## config.mk

```make
export PLATFORM = sky130hd
export DESIGN_NAME = hsv_color_blob_box
export DESIGN_NICKNAME = d
export VERILOG_FILES = /design/src/rtl/core/hcbb_pkg.sv /design/src/rtl/core/hcbb_hue_div.sv /design/src/rtl/core/hsv_color_blob_box.sv
export SDC_FILE = /design/constraint.sdc
export NUM_CORES = 2
export LEC_CHECK = 0
export ABC_AREA = 1
export BUFFER_PORTS_ARGS = -buffer_cell sky130_fd_sc_hd__buf_2
export CAP_MARGIN = 20
export CELL_PAD_IN_SITES_DETAIL_PLACEMENT = 1
export CELL_PAD_IN_SITES_GLOBAL_PLACEMENT = 2
export CORE_MARGIN = 2
export CORE_UTILIZATION = 30
export CTS_BUF_LIST = sky130_fd_sc_hd__clkbuf_8
export CTS_CLUSTER_DIAMETER = 50
export CTS_CLUSTER_SIZE = 10
export DETAILED_ROUTE_END_ITERATION = 8
export PLACE_DENSITY = 0.81
export SETUP_SLACK_MARGIN = 0.5
export SLEW_MARGIN = 20
export SYNTH_ARGS = -nofsm -noshare
export SYNTH_HDL_FRONTEND = slang
export SYNTH_SLANG_ARGS = --single-unit
```

## constraint.sdc

```tcl
create_clock -name clk -period 6.9 [get_ports clk]
set_input_delay 0.69 -clock clk [delete_from_list [all_inputs] [get_ports clk]]
set_output_delay 0.69 -clock clk [all_outputs]
set_load 0.05 [all_outputs]
```

## src/rtl/core/hcbb_pkg.sv

```systemverilog
package hcbb_pkg;

  localparam int MAX_WIDTH  = 256;
  localparam int MAX_HEIGHT = 256;
  localparam int MIN_COUNT  = 20;

  localparam int CHAN_W     = 8;
  localparam int NUM_W      = 17;
  localparam int FRAC_W     = 8;
  localparam int DIVIDEND_W = NUM_W + FRAC_W;
  localparam int HUE_W      = 17;
  localparam int QUO_W      = 18;
  localparam int DIV_STEPS  = QUO_W / 2;
  localparam int STEP_W     = 4;

  typedef enum logic [2:0] {
    REG_HUE_LOW      = 3'd0,
    REG_HUE_HIGH     = 3'd1,
    REG_SAT_LOW      = 3'd2,
    REG_SAT_HIGH     = 3'd3,
    REG_VAL_LOW      = 3'd4,
    REG_VAL_HIGH     = 3'd5,
    REG_FRAME_WIDTH  = 3'd6,
    REG_FRAME_HEIGHT = 3'd7
  } reg_idx_t;

  typedef enum logic [1:0] {
    BASE_0   = 2'd0,
    BASE_120 = 2'd1,
    BASE_240 = 2'd2,
    BASE_360 = 2'd3
  } hue_base_t;

  function automatic logic [8:0] hue_base_deg(input hue_base_t base);
    logic [8:0] deg;
    unique case (base)
      BASE_0:   deg = 9'd0;
      BASE_120: deg = 9'd120;
      BASE_240: deg = 9'd240;
      BASE_360: deg = 9'd360;
      default:  deg = 9'd0;
    endcase
    return deg;
  endfunction

endpackage

```

## src/rtl/core/hcbb_hue_div.sv

```systemverilog
module hcbb_hue_div (
  input  logic                             clk,
  input  logic                             rst,
  input  logic                             start,
  input  logic [hcbb_pkg::DIVIDEND_W-1:0]  dividend,
  input  logic [hcbb_pkg::CHAN_W-1:0]      divisor,
  output logic                             done,
  output logic [hcbb_pkg::HUE_W-1:0]       quotient
);
  import hcbb_pkg::*;

  logic              busy;
  logic [STEP_W-1:0] steps;
  logic [CHAN_W-1:0] rem;
  logic [QUO_W-1:0]  acc;

  logic [CHAN_W:0]   r1, r1s, r2, r2s;
  logic              ge1, ge2;

  // Two restoring steps per cycle, quotient bits shift in behind the dividend.
  always_comb begin
    r1  = {rem, acc[QUO_W-1]};
    ge1 = r1 >= {1'b0, divisor};
    r1s = ge1 ? r1 - {1'b0, divisor} : r1;
    r2  = {r1s[CHAN_W-1:0], acc[QUO_W-2]};
    ge2 = r2 >= {1'b0, divisor};
    r2s = ge2 ? r2 - {1'b0, divisor} : r2;
  end

  always_ff @(posedge clk) begin
    if (rst) begin
      busy  <= 1'b0;
      done  <= 1'b0;
      steps <= '0;
    end else begin
      done <= busy && (steps == STEP_W'(1));
      if (start) begin
        busy  <= 1'b1;
        steps <= STEP_W'(DIV_STEPS);
      end else if (busy) begin
        steps <= steps - STEP_W'(1);
        if (steps == STEP_W'(1)) begin
          busy <= 1'b0;
        end
      end
    end
  end

  always_ff @(posedge clk) begin
    if (start) begin
      rem <= {1'b0, dividend[DIVIDEND_W-1:QUO_W]};
      acc <= dividend[QUO_W-1:0];
    end else if (busy) begin
      rem <= r2s[CHAN_W-1:0];
      acc <= {acc[QUO_W-3:0], ge1, ge2};
    end
  end

  assign quotient = acc[HUE_W-1:0];

endmodule

```

## src/rtl/core/hsv_color_blob_box.sv

```systemverilog
// An accepted pixel request passes through the range and numerator steps, a divide step in
// which the serial hue divider resolves two quotient bits per cycle, then the update and
// final steps.
// s_tready is high only in the idle step, so no new pixel is taken until the last result leaves the final step.
// A result waiting on m_tready holds the block in its final step.
// Synchronous reset restores the default thresholds and frame size and starts a new frame.
module hsv_color_blob_box (
  input  logic        clk,
  input  logic        rst,
  input  logic        s_tvalid,
  output logic        s_tready,
  input  logic [23:0] s_tdata,   // pixel_blue, pixel_green, pixel_red
  output logic        m_tvalid,
  input  logic        m_tready,
  output logic [39:0] m_tdata,   // mask_on, box_left, box_top, box_width, box_height, zero pad
  output logic        m_tlast,
  output logic [0:0]  m_tuser,   // box_valid
  input  logic        psel,
  input  logic        penable,
  input  logic        pwrite,
  input  logic [4:0]  paddr,
  input  logic [31:0] pwdata,
  output logic [31:0] prdata,
  output logic        pready
);
  import hcbb_pkg::*;

  typedef enum logic [5:0] {
    S_IDLE  = 6'b000001,
    S_RANGE = 6'b000010,
    S_NUM   = 6'b000100,
    S_DIV   = 6'b001000,
    S_UPD   = 6'b010000,
    S_FIN   = 6'b100000
  } state_t;

  state_t state, state_next;

  logic [8:0] hue_low, hue_high, frame_width, frame_height;
  logic [7:0] sat_low, sat_high, val_low, val_high;

  logic [7:0] pix_b, pix_g, pix_r;
  logic [7:0] cmax, diff, delta;
  logic       plus;
  hue_base_t  base;
  logic [NUM_W-1:0] num;
  logic       pre_ok;

  logic [7:0]  column_pos, row_pos, most_column, most_row;
  logic [8:0]  least_column, least_row;
  logic [16:0] match_count;
  logic        mask_q, done_q;

  logic              div_done;
  logic [HUE_W-1:0]  quotient;
  logic              div_busy_seen;

  logic       cfg_write;
  reg_idx_t   reg_idx;
  logic       out_load;

  assign pready    = 1'b1;
  assign cfg_write = psel && penable && pwrite && pready;
  assign reg_idx   = reg_idx_t'(paddr[4:2]);
  assign s_tready  = (state == S_IDLE);
  assign out_load  = !m_tvalid || m_tready;

  always_comb begin
    unique case (reg_idx)
      REG_HUE_LOW:      prdata = {23'd0, hue_low};
      REG_HUE_HIGH:     prdata = {23'd0, hue_high};
      REG_SAT_LOW:      prdata = {24'd0, sat_low};
      REG_SAT_HIGH:     prdata = {24'd0, sat_high};
      REG_VAL_LOW:      prdata = {24'd0, val_low};
      REG_VAL_HIGH:     prdata = {24'd0, val_high};
      REG_FRAME_WIDTH:  prdata = {23'd0, frame_width};
      REG_FRAME_HEIGHT: prdata = {23'd0, frame_height};
      default:          prdata = '0;
    endcase
  end

  always_ff @(posedge clk) begin
    if (rst) begin
      hue_low      <= 9'd352;
      hue_high     <= 9'd5;
      sat_low      <= 8'd196;
      sat_high     <= 8'd255;
      val_low      <= 8'd88;
      val_high     <= 8'd255;
      frame_width  <= 9'd160;
      frame_height <= 9'd120;
    end else if (cfg_write) begin
      unique case (reg_idx)
        REG_HUE_LOW:      hue_low      <= pwdata[8:0];
        REG_HUE_HIGH:     hue_high     <= pwdata[8:0];
        REG_SAT_LOW:      sat_low      <= pwdata[7:0];
        REG_SAT_HIGH:     sat_high     <= pwdata[7:0];
        REG_VAL_LOW:      val_low      <= pwdata[7:0];
        REG_VAL_HIGH:     val_high     <= pwdata[7:0];
        REG_FRAME_WIDTH:  frame_width  <= pwdata[8:0];
        REG_FRAME_HEIGHT: frame_height <= pwdata[8:0];
        default:          ;
      endcase
    end
  end

  always_comb begin
    state_next = state;
    unique case (state)
      S_IDLE:  if (s_tvalid) state_next = S_RANGE;
      S_RANGE: state_next = S_NUM;
      S_NUM:   state_next = S_DIV;
      S_DIV:   if (div_done) state_next = S_UPD;
      S_UPD:   state_next = S_FIN;
      S_FIN:   if (out_load) state_next = S_IDLE;
      default: state_next = S_IDLE;
    endcase
  end

  always_ff @(posedge clk) begin
    if (rst) begin
      state <= S_IDLE;
    end else begin
      state <= state_next;
    end
  end

  // Range step: largest channel with red, then green, then blue priority.
  always_ff @(posedge clk) begin
    if (state == S_IDLE && s_tvalid) begin
      pix_b <= s_tdata[7:0];
      pix_g <= s_tdata[15:8];
      pix_r <= s_tdata[23:16];
    end
  end

  logic [7:0] cmin_c;
  always_comb begin
    cmin_c = pix_r;
    if (pix_g < cmin_c) cmin_c = pix_g;
    if (pix_b < cmin_c) cmin_c = pix_b;
  end

  always_ff @(posedge clk) begin
    if (state == S_RANGE) begin
      if (pix_r >= pix_g && pix_r >= pix_b) begin
        cmax  <= pix_r;
        diff  <= pix_r - cmin_c;
        plus  <= pix_g >= pix_b;
        base  <= (pix_g >= pix_b) ? BASE_0 : BASE_360;
        delta <= (pix_g >= pix_b) ? pix_g - pix_b : pix_b - pix_g;
      end else if (pix_g >= pix_b) begin
        cmax  <= pix_g;
        diff  <= pix_g - cmin_c;
        plus  <= pix_b >= pix_r;
        base  <= BASE_120;
        delta <= (pix_b >= pix_r) ? pix_b - pix_r : pix_r - pix_b;
      end else begin
        cmax  <= pix_b;
        diff  <= pix_b - cmin_c;
        plus  <= pix_r >= pix_g;
        base  <= BASE_240;
        delta <= (pix_r >= pix_g) ? pix_r - pix_g : pix_g - pix_r;
      end
    end
  end

  // Numerator step, with saturation tested by cross-multiplication.
  logic [NUM_W-1:0] base_term, sixty_term;
  logic [15:0]      diff255, sat_lo_prod, sat_hi_prod;
  logic             sat_ok;

  always_comb begin
    base_term   = NUM_W'(diff) * NUM_W'(hue_base_deg(base));
    sixty_term  = NUM_W'(delta) * NUM_W'(60);
    diff255     = {diff, 8'd0} - {8'd0, diff};
    sat_lo_prod = {8'd0, sat_low} * {8'd0, cmax};
    sat_hi_prod = {8'd0, sat_high} * {8'd0, cmax};
    if (cmax == '0) begin
      sat_ok = (sat_low == '0);
    end else begin
      sat_ok = (diff255 >= sat_lo_prod) && (diff255 <= sat_hi_prod);
    end
  end

  always_ff @(posedge clk) begin
    if (state == S_NUM) begin
      num    <= plus ? base_term + sixty_term : base_term - sixty_term;
      pre_ok <= sat_ok && (cmax >= val_low) && (cmax <= val_high);
    end
  end

  hcbb_hue_div u_div (
    .clk      (clk),
    .rst      (rst),
    .start    (state == S_DIV && !div_busy_seen),
    .dividend ({num, FRAC_W'(0)}),
    .divisor  (diff),
    .done     (div_done),
    .quotient (quotient)
  );

  // The divider is launched on entry to the divide step.
  always_ff @(posedge clk) begin
    if (rst) begin
      div_busy_seen <= 1'b0;
    end else begin
      div_busy_seen <= (state == S_DIV) && !div_done;
    end
  end

  // Update step: hue window, mask and frame bookkeeping.
  logic [HUE_W-1:0] hue;
  logic [HUE_W-1:0] hue_lo_fx, hue_hi_fx;
  logic             hue_ok, mask_now;
  logic [7:0]       col_last, row_last;
  logic             line_end, done_now;

  always_comb begin
    hue       = (diff == '0) ? '0 : quotient;
    hue_lo_fx = {hue_low, FRAC_W'(0)};
    hue_hi_fx = {hue_high, FRAC_W'(0)};
    if (hue_low > hue_high) begin
      hue_ok = (hue >= hue_lo_fx) || (hue <= hue_hi_fx);
    end else begin
      hue_ok = (hue >= hue_lo_fx) && (hue <= hue_hi_fx);
    end
    mask_now = pre_ok && hue_ok;

    if (frame_width == '0) begin
      col_last = '0;
    end else if (frame_width > 9'(MAX_WIDTH)) begin
      col_last = 8'(MAX_WIDTH - 1);
    end else begin
      col_last = 8'(frame_width - 9'd1);
    end
    if (frame_height == '0) begin
      row_last = '0;
    end else if (frame_height > 9'(MAX_HEIGHT)) begin
      row_last = 8'(MAX_HEIGHT - 1);
    end else begin
      row_last = 8'(frame_height - 9'd1);
    end
    line_end = column_pos >= col_last;
    done_now = line_end && (row_pos >= row_last);
  end

  // Final step: box size, area and fill test.
  logic [8:0]  box_w, box_h;
  logic [17:0] area;
  logic [19:0] count5;
  logic        box_ok;

  always_comb begin
    box_w  = {1'b0, most_column} - least_column + 9'd1;
    box_h  = {1'b0, most_row} - least_row + 9'd1;
    area   = 18'(box_w) * 18'(box_h);
    count5 = {1'b0, match_count, 2'b00} + {3'd0, match_count};
    box_ok = done_q && (match_count > 17'(MIN_COUNT)) && (count5 > {2'd0, area});
  end

  always_ff @(posedge clk) begin
    if (rst) begin
      column_pos   <= '0;
      row_pos      <= '0;
      least_column <= 9'(MAX_WIDTH);
      most_column  <= '0;
      least_row    <= 9'(MAX_HEIGHT);
      most_row     <= '0;
      match_count  <= '0;
      mask_q       <= 1'b0;
      done_q       <= 1'b0;
    end else if (state == S_UPD) begin
      mask_q <= mask_now;
      done_q <= done_now;
      if (mask_now) begin
        if ({1'b0, column_pos} < least_column) least_column <= {1'b0, column_pos};
        if (column_pos > most_column) most_column <= column_pos;
        if ({1'b0, row_pos} < least_row) least_row <= {1'b0, row_pos};
        if (row_pos > most_row) most_row <= row_pos;
        match_count <= match_count + 17'd1;
      end
      if (done_now) begin
        column_pos <= '0;
        row_pos    <= '0;
      end else if (line_end) begin
        column_pos <= '0;
        row_pos    <= row_pos + 8'd1;
      end else begin
        column_pos <= column_pos + 8'd1;
      end
    end else if (state == S_FIN && out_load && done_q) begin
      least_column <= 9'(MAX_WIDTH);
      most_column  <= '0;
      least_row    <= 9'(MAX_HEIGHT);
      most_row     <= '0;
      match_count  <= '0;
    end
  end

  always_ff @(posedge clk) begin
    if (rst) begin
      m_tvalid <= 1'b0;
    end else if (state == S_FIN && out_load) begin
      m_tvalid <= 1'b1;
    end else if (m_tready) begin
      m_tvalid <= 1'b0;
    end
  end

  always_ff @(posedge clk) begin
    if (state == S_FIN && out_load) begin
      m_tlast    <= done_q;
      m_tuser[0] <= box_ok;
      m_tdata    <= {5'd0,
                     box_ok ? box_h : 9'd0,
                     box_ok ? box_w : 9'd0,
                     box_ok ? least_row[7:0] : 8'd0,
                     box_ok ? least_column[7:0] : 8'd0,
                     mask_q};
    end
  end

  a_box_only_at_frame_end : assert property (
    @(posedge clk) disable iff (rst) (m_tvalid && m_tuser[0]) |-> m_tlast)
    else $error("box reported on a pixel that does not end the frame");

  a_frame_cleared : assert property (
    @(posedge clk) disable iff (rst)
    (state == S_FIN && out_load && done_q) |=> (match_count == '0))
    else $error("match count not cleared after the last pixel of a frame");

  a_div_done_in_div : assert property (
    @(posedge clk) disable iff (rst) div_done |-> (state == S_DIV))
    else $error("divider finished outside the divide step");

endmodule

```

==> run metrics <==
status=finished with violations; failing checks=negative setup slack; Iter 0 DRT Violations=1195; Placeable Area=0.100 mm²; vias in the first global route=27300; final std cells w/o fill=5482; CTS Sinks=281; DRC violations left=0; Yosys reg bits=between 200 and 300; Layout area overhead=13.9%; Post-synth ARST share=0%; Die Y=321 µm; highest clock rate=0.143 GHz; maximum capacitance violations=0; final hold slack=0.220 ns; Vias per Instance=4.79; Post-synth top cells=nand2_1, inv_1, ha_1; top cell type's share of synthesized area=between 10% and 20%; synth warn=0; Worst Hold Class=in2reg; critical path start-end classification=reg2reg; CP max stage delay=approximately 0.55 ns; Post-Syn Area=a little over 0.03 mm²; largest net degree at the start of global routing=slightly below 80; worst endpoint data arrival time=7.40 ns; Global Route Usage Sum=17.7%; crit path time final=6.98 ns; row count=116; Final Total Pwr=0.00955 W; Clk Latency, worst-skew pair=0.64 ns; Detailed Routing Iterations Pass 1=5; most used cell, CP=nand2_1; top post-synthesis cells by area=ha_1, edfxtp_1, fa_1; CTS tree=built; Reg area=0.00685 mm²; Root Driver=clkbuf_8; Leak=roughly 17 nW; Post-synth EDFFs=121; total gr overflow=0; most numerous cell in the Yosys netlist=nand2_1; io pins=roughly 150; die width=321 µm; GPL Wtd Cong=0.843; dpl cells=5363; critical path fanouts, max=8; worst rel slew slack=between 30 and 40%; Post-Route WL=91400 µm; Final Skew=0.0312 ns; sequential fraction of the synthesis area=a little under a quarter; Crit path required time=7.32 ns; Slowest-stage cell, CP=fa_1; initial antenna violation count=3; Worst-Margin Slew=0.948 ns; CTS buffer count=45; CTS max path bufs=3; RSZ-0062 raised after global routing=true; period utilization=101%; Slew Viols, Final=0; NumNets Final=4833; H-tree depth=2; Netlist cell types=63; Setup WS post-layout=-0.0819 ns; Fillers=12200; Initial Util=30.2%; Worst setup SP type=flop; first-pass GRT wire length=147000 µm; DPL Wire Length=73500 µm; number of I/O port buffers=90; Crit. End Element=flop; fin util=34.4%; post-synth top area cell=ha_1; largest vdd supply drop=approximately 230 µV; # setup viols final=34; share of cells above drive strength 1=11.8%; Power per Cell Area=277 mW/mm²; Gate Count Post-Synth=3977; Multi-input gate area=0.0206 mm²; DP Worst Slack=-0.143 ns; clk slew on worst S/H paths=0.08 ns; Mapped Avg Cell Area=7.60 µm²; routed vias=26300; die area=0.103 mm²; Hold Vio Cnt, Final=0; WL/cell=between 15 and 20 µm; Final ANT Viol Nets=0; Most used DFF post-synth=dfxtp_1
==> final cells by class <==
cell class | count | share of cell area, %
clock inverters | 36 | 0.854
flip-flops and latches | 281 | 19.9
well taps | 1298 | 4.72
repair buffers | 226 | 4.76
inverters | 731 | 7.99
diodes | 2 | 0.0145
multi-input cells | 2861 | 59.9
clock buffers | 47 | 1.88
==> final timing paths <==
path,startpoint,slack [ns],end,depth (start not counted)
setup / recovery,most_row[1],-0.08,m_tdata[20],42
hold / removal,s_tdata[12],0.22,pix_g[4],1
setup reg to reg,most_row[1],-0.08,m_tdata[20],42
hold reg to reg,least_column[7],0.47,least_column[7],2
==> where the power goes <==
| part | internal, W | switching, W | total, W |
|---|---|---|---|
| logic | 0.00222 | 0.00368 | 0.00590 |
| registers | 0.00199 | 0.0000948 | 0.00209 |
| clock network | 0.000771 | 0.000788 | 0.00156 |
==> routing by layer <==
| metal | up-vias | global-route usage, % | share of wire [%] |
|---|---|---|---|
| met4 | 0 | 3.60 | 1.8 |
| met1 | 12700 | 25.0 | 49 |
| met3 | 102 | 1.72 | 2.8 |
| met5 | - | 0 | 0 |
| li1 | 13100 | - | - |
| met2 | 355 | 29.3 | 46 |
==> sequential cells by signal (all words and copies together) (netlist names), 9 cells and up <==
| name | cells |
|---|---|
| least_row | 9 |
| num | 15 |
| least_column | 9 |
| hue_low | 9 |
| hue_high | 9 |
| frame_height | 9 |
| m_tdata | 35 |
| match_count | 17 |
| u_div.acc | 18 |
| frame_width | 9 |
==> worst max-delay path: cells and delay by family (launching register included) <==
kind	cells	cell delay, ns
adder cells (fa/ha/maj)	9	3.31
AND/OR/NAND/NOR	18	1.49
buffers and inverters	9	0.65
AO/OA/AOI/OAI	4	0.54
XOR/XNOR	2	0.41
flip-flops	1	0.34
==> cells in the final DEF (no fill, tap or decap), types with 7 or more instances in the layout <==
master and instances:
a21o_1 8, a21oi_1 293, a21oi_2 16, a221oi_1 18
a31oi_1 17, buf_12 8, buf_2 90, buf_4 123
clkbuf_8 47, conb_1 29, dfxtp_1 147, dfxtp_2 13
edfxtp_1 121, fa_1 168, ha_1 429, ha_4 16
inv_1 704, inv_2 34, nand2_1 789, nand2_2 19
nand3_1 143, nand3b_1 15, nand4_1 38, nor2_1 292
nor2_2 29, nor2_4 15, nor3_1 28, nor3_2 8
nor4_1 11, o211ai_1 22, o21a_1 11, o21ai_0 166
o21ai_1 18, o21bai_1 8, o22ai_1 19, or2_2 7
xnor2_1 48, xor2_1 104
==> cell families (layout without fill, tap and decap cells) <==
kind of cell | after synthesis | count (layout) | synth area share, %
buffers and inverters | 862 | 1040 | 11.3
DFF | 281 | 281 | 22.6
other | 2 | 31 | 0.0248
AOI/OAI and AO/OA | 634 | 634 | 11.7
muxes | 2 | 2 | 0.0704
xor gates and xnor gates | 159 | 159 | 4.66
adders and majority gates | 619 | 619 | 29.9
and+or+nand+nor | 1418 | 1418 | 19.6
==> timing repair <==
item                                    in CTS  in global routing
buffers inserted                            21                 10
gates resized for setup                     52                 60
cloned                                       3                  0
pin swaps                                    6                 39
endpoints found under the setup margin      35                 38
hold buffers                                 0                  0
==> stage by stage <==
stage	setup TNS, ns	instance area (µm²)
after global placement	-3.22	32700
final	-1.57	34400
after global routing	-16.18	34400
after CTS	-0.252	34100
after detailed placement	-4.20	32700
after floorplan	0	30500
Power figures use the tool's default switching activity.
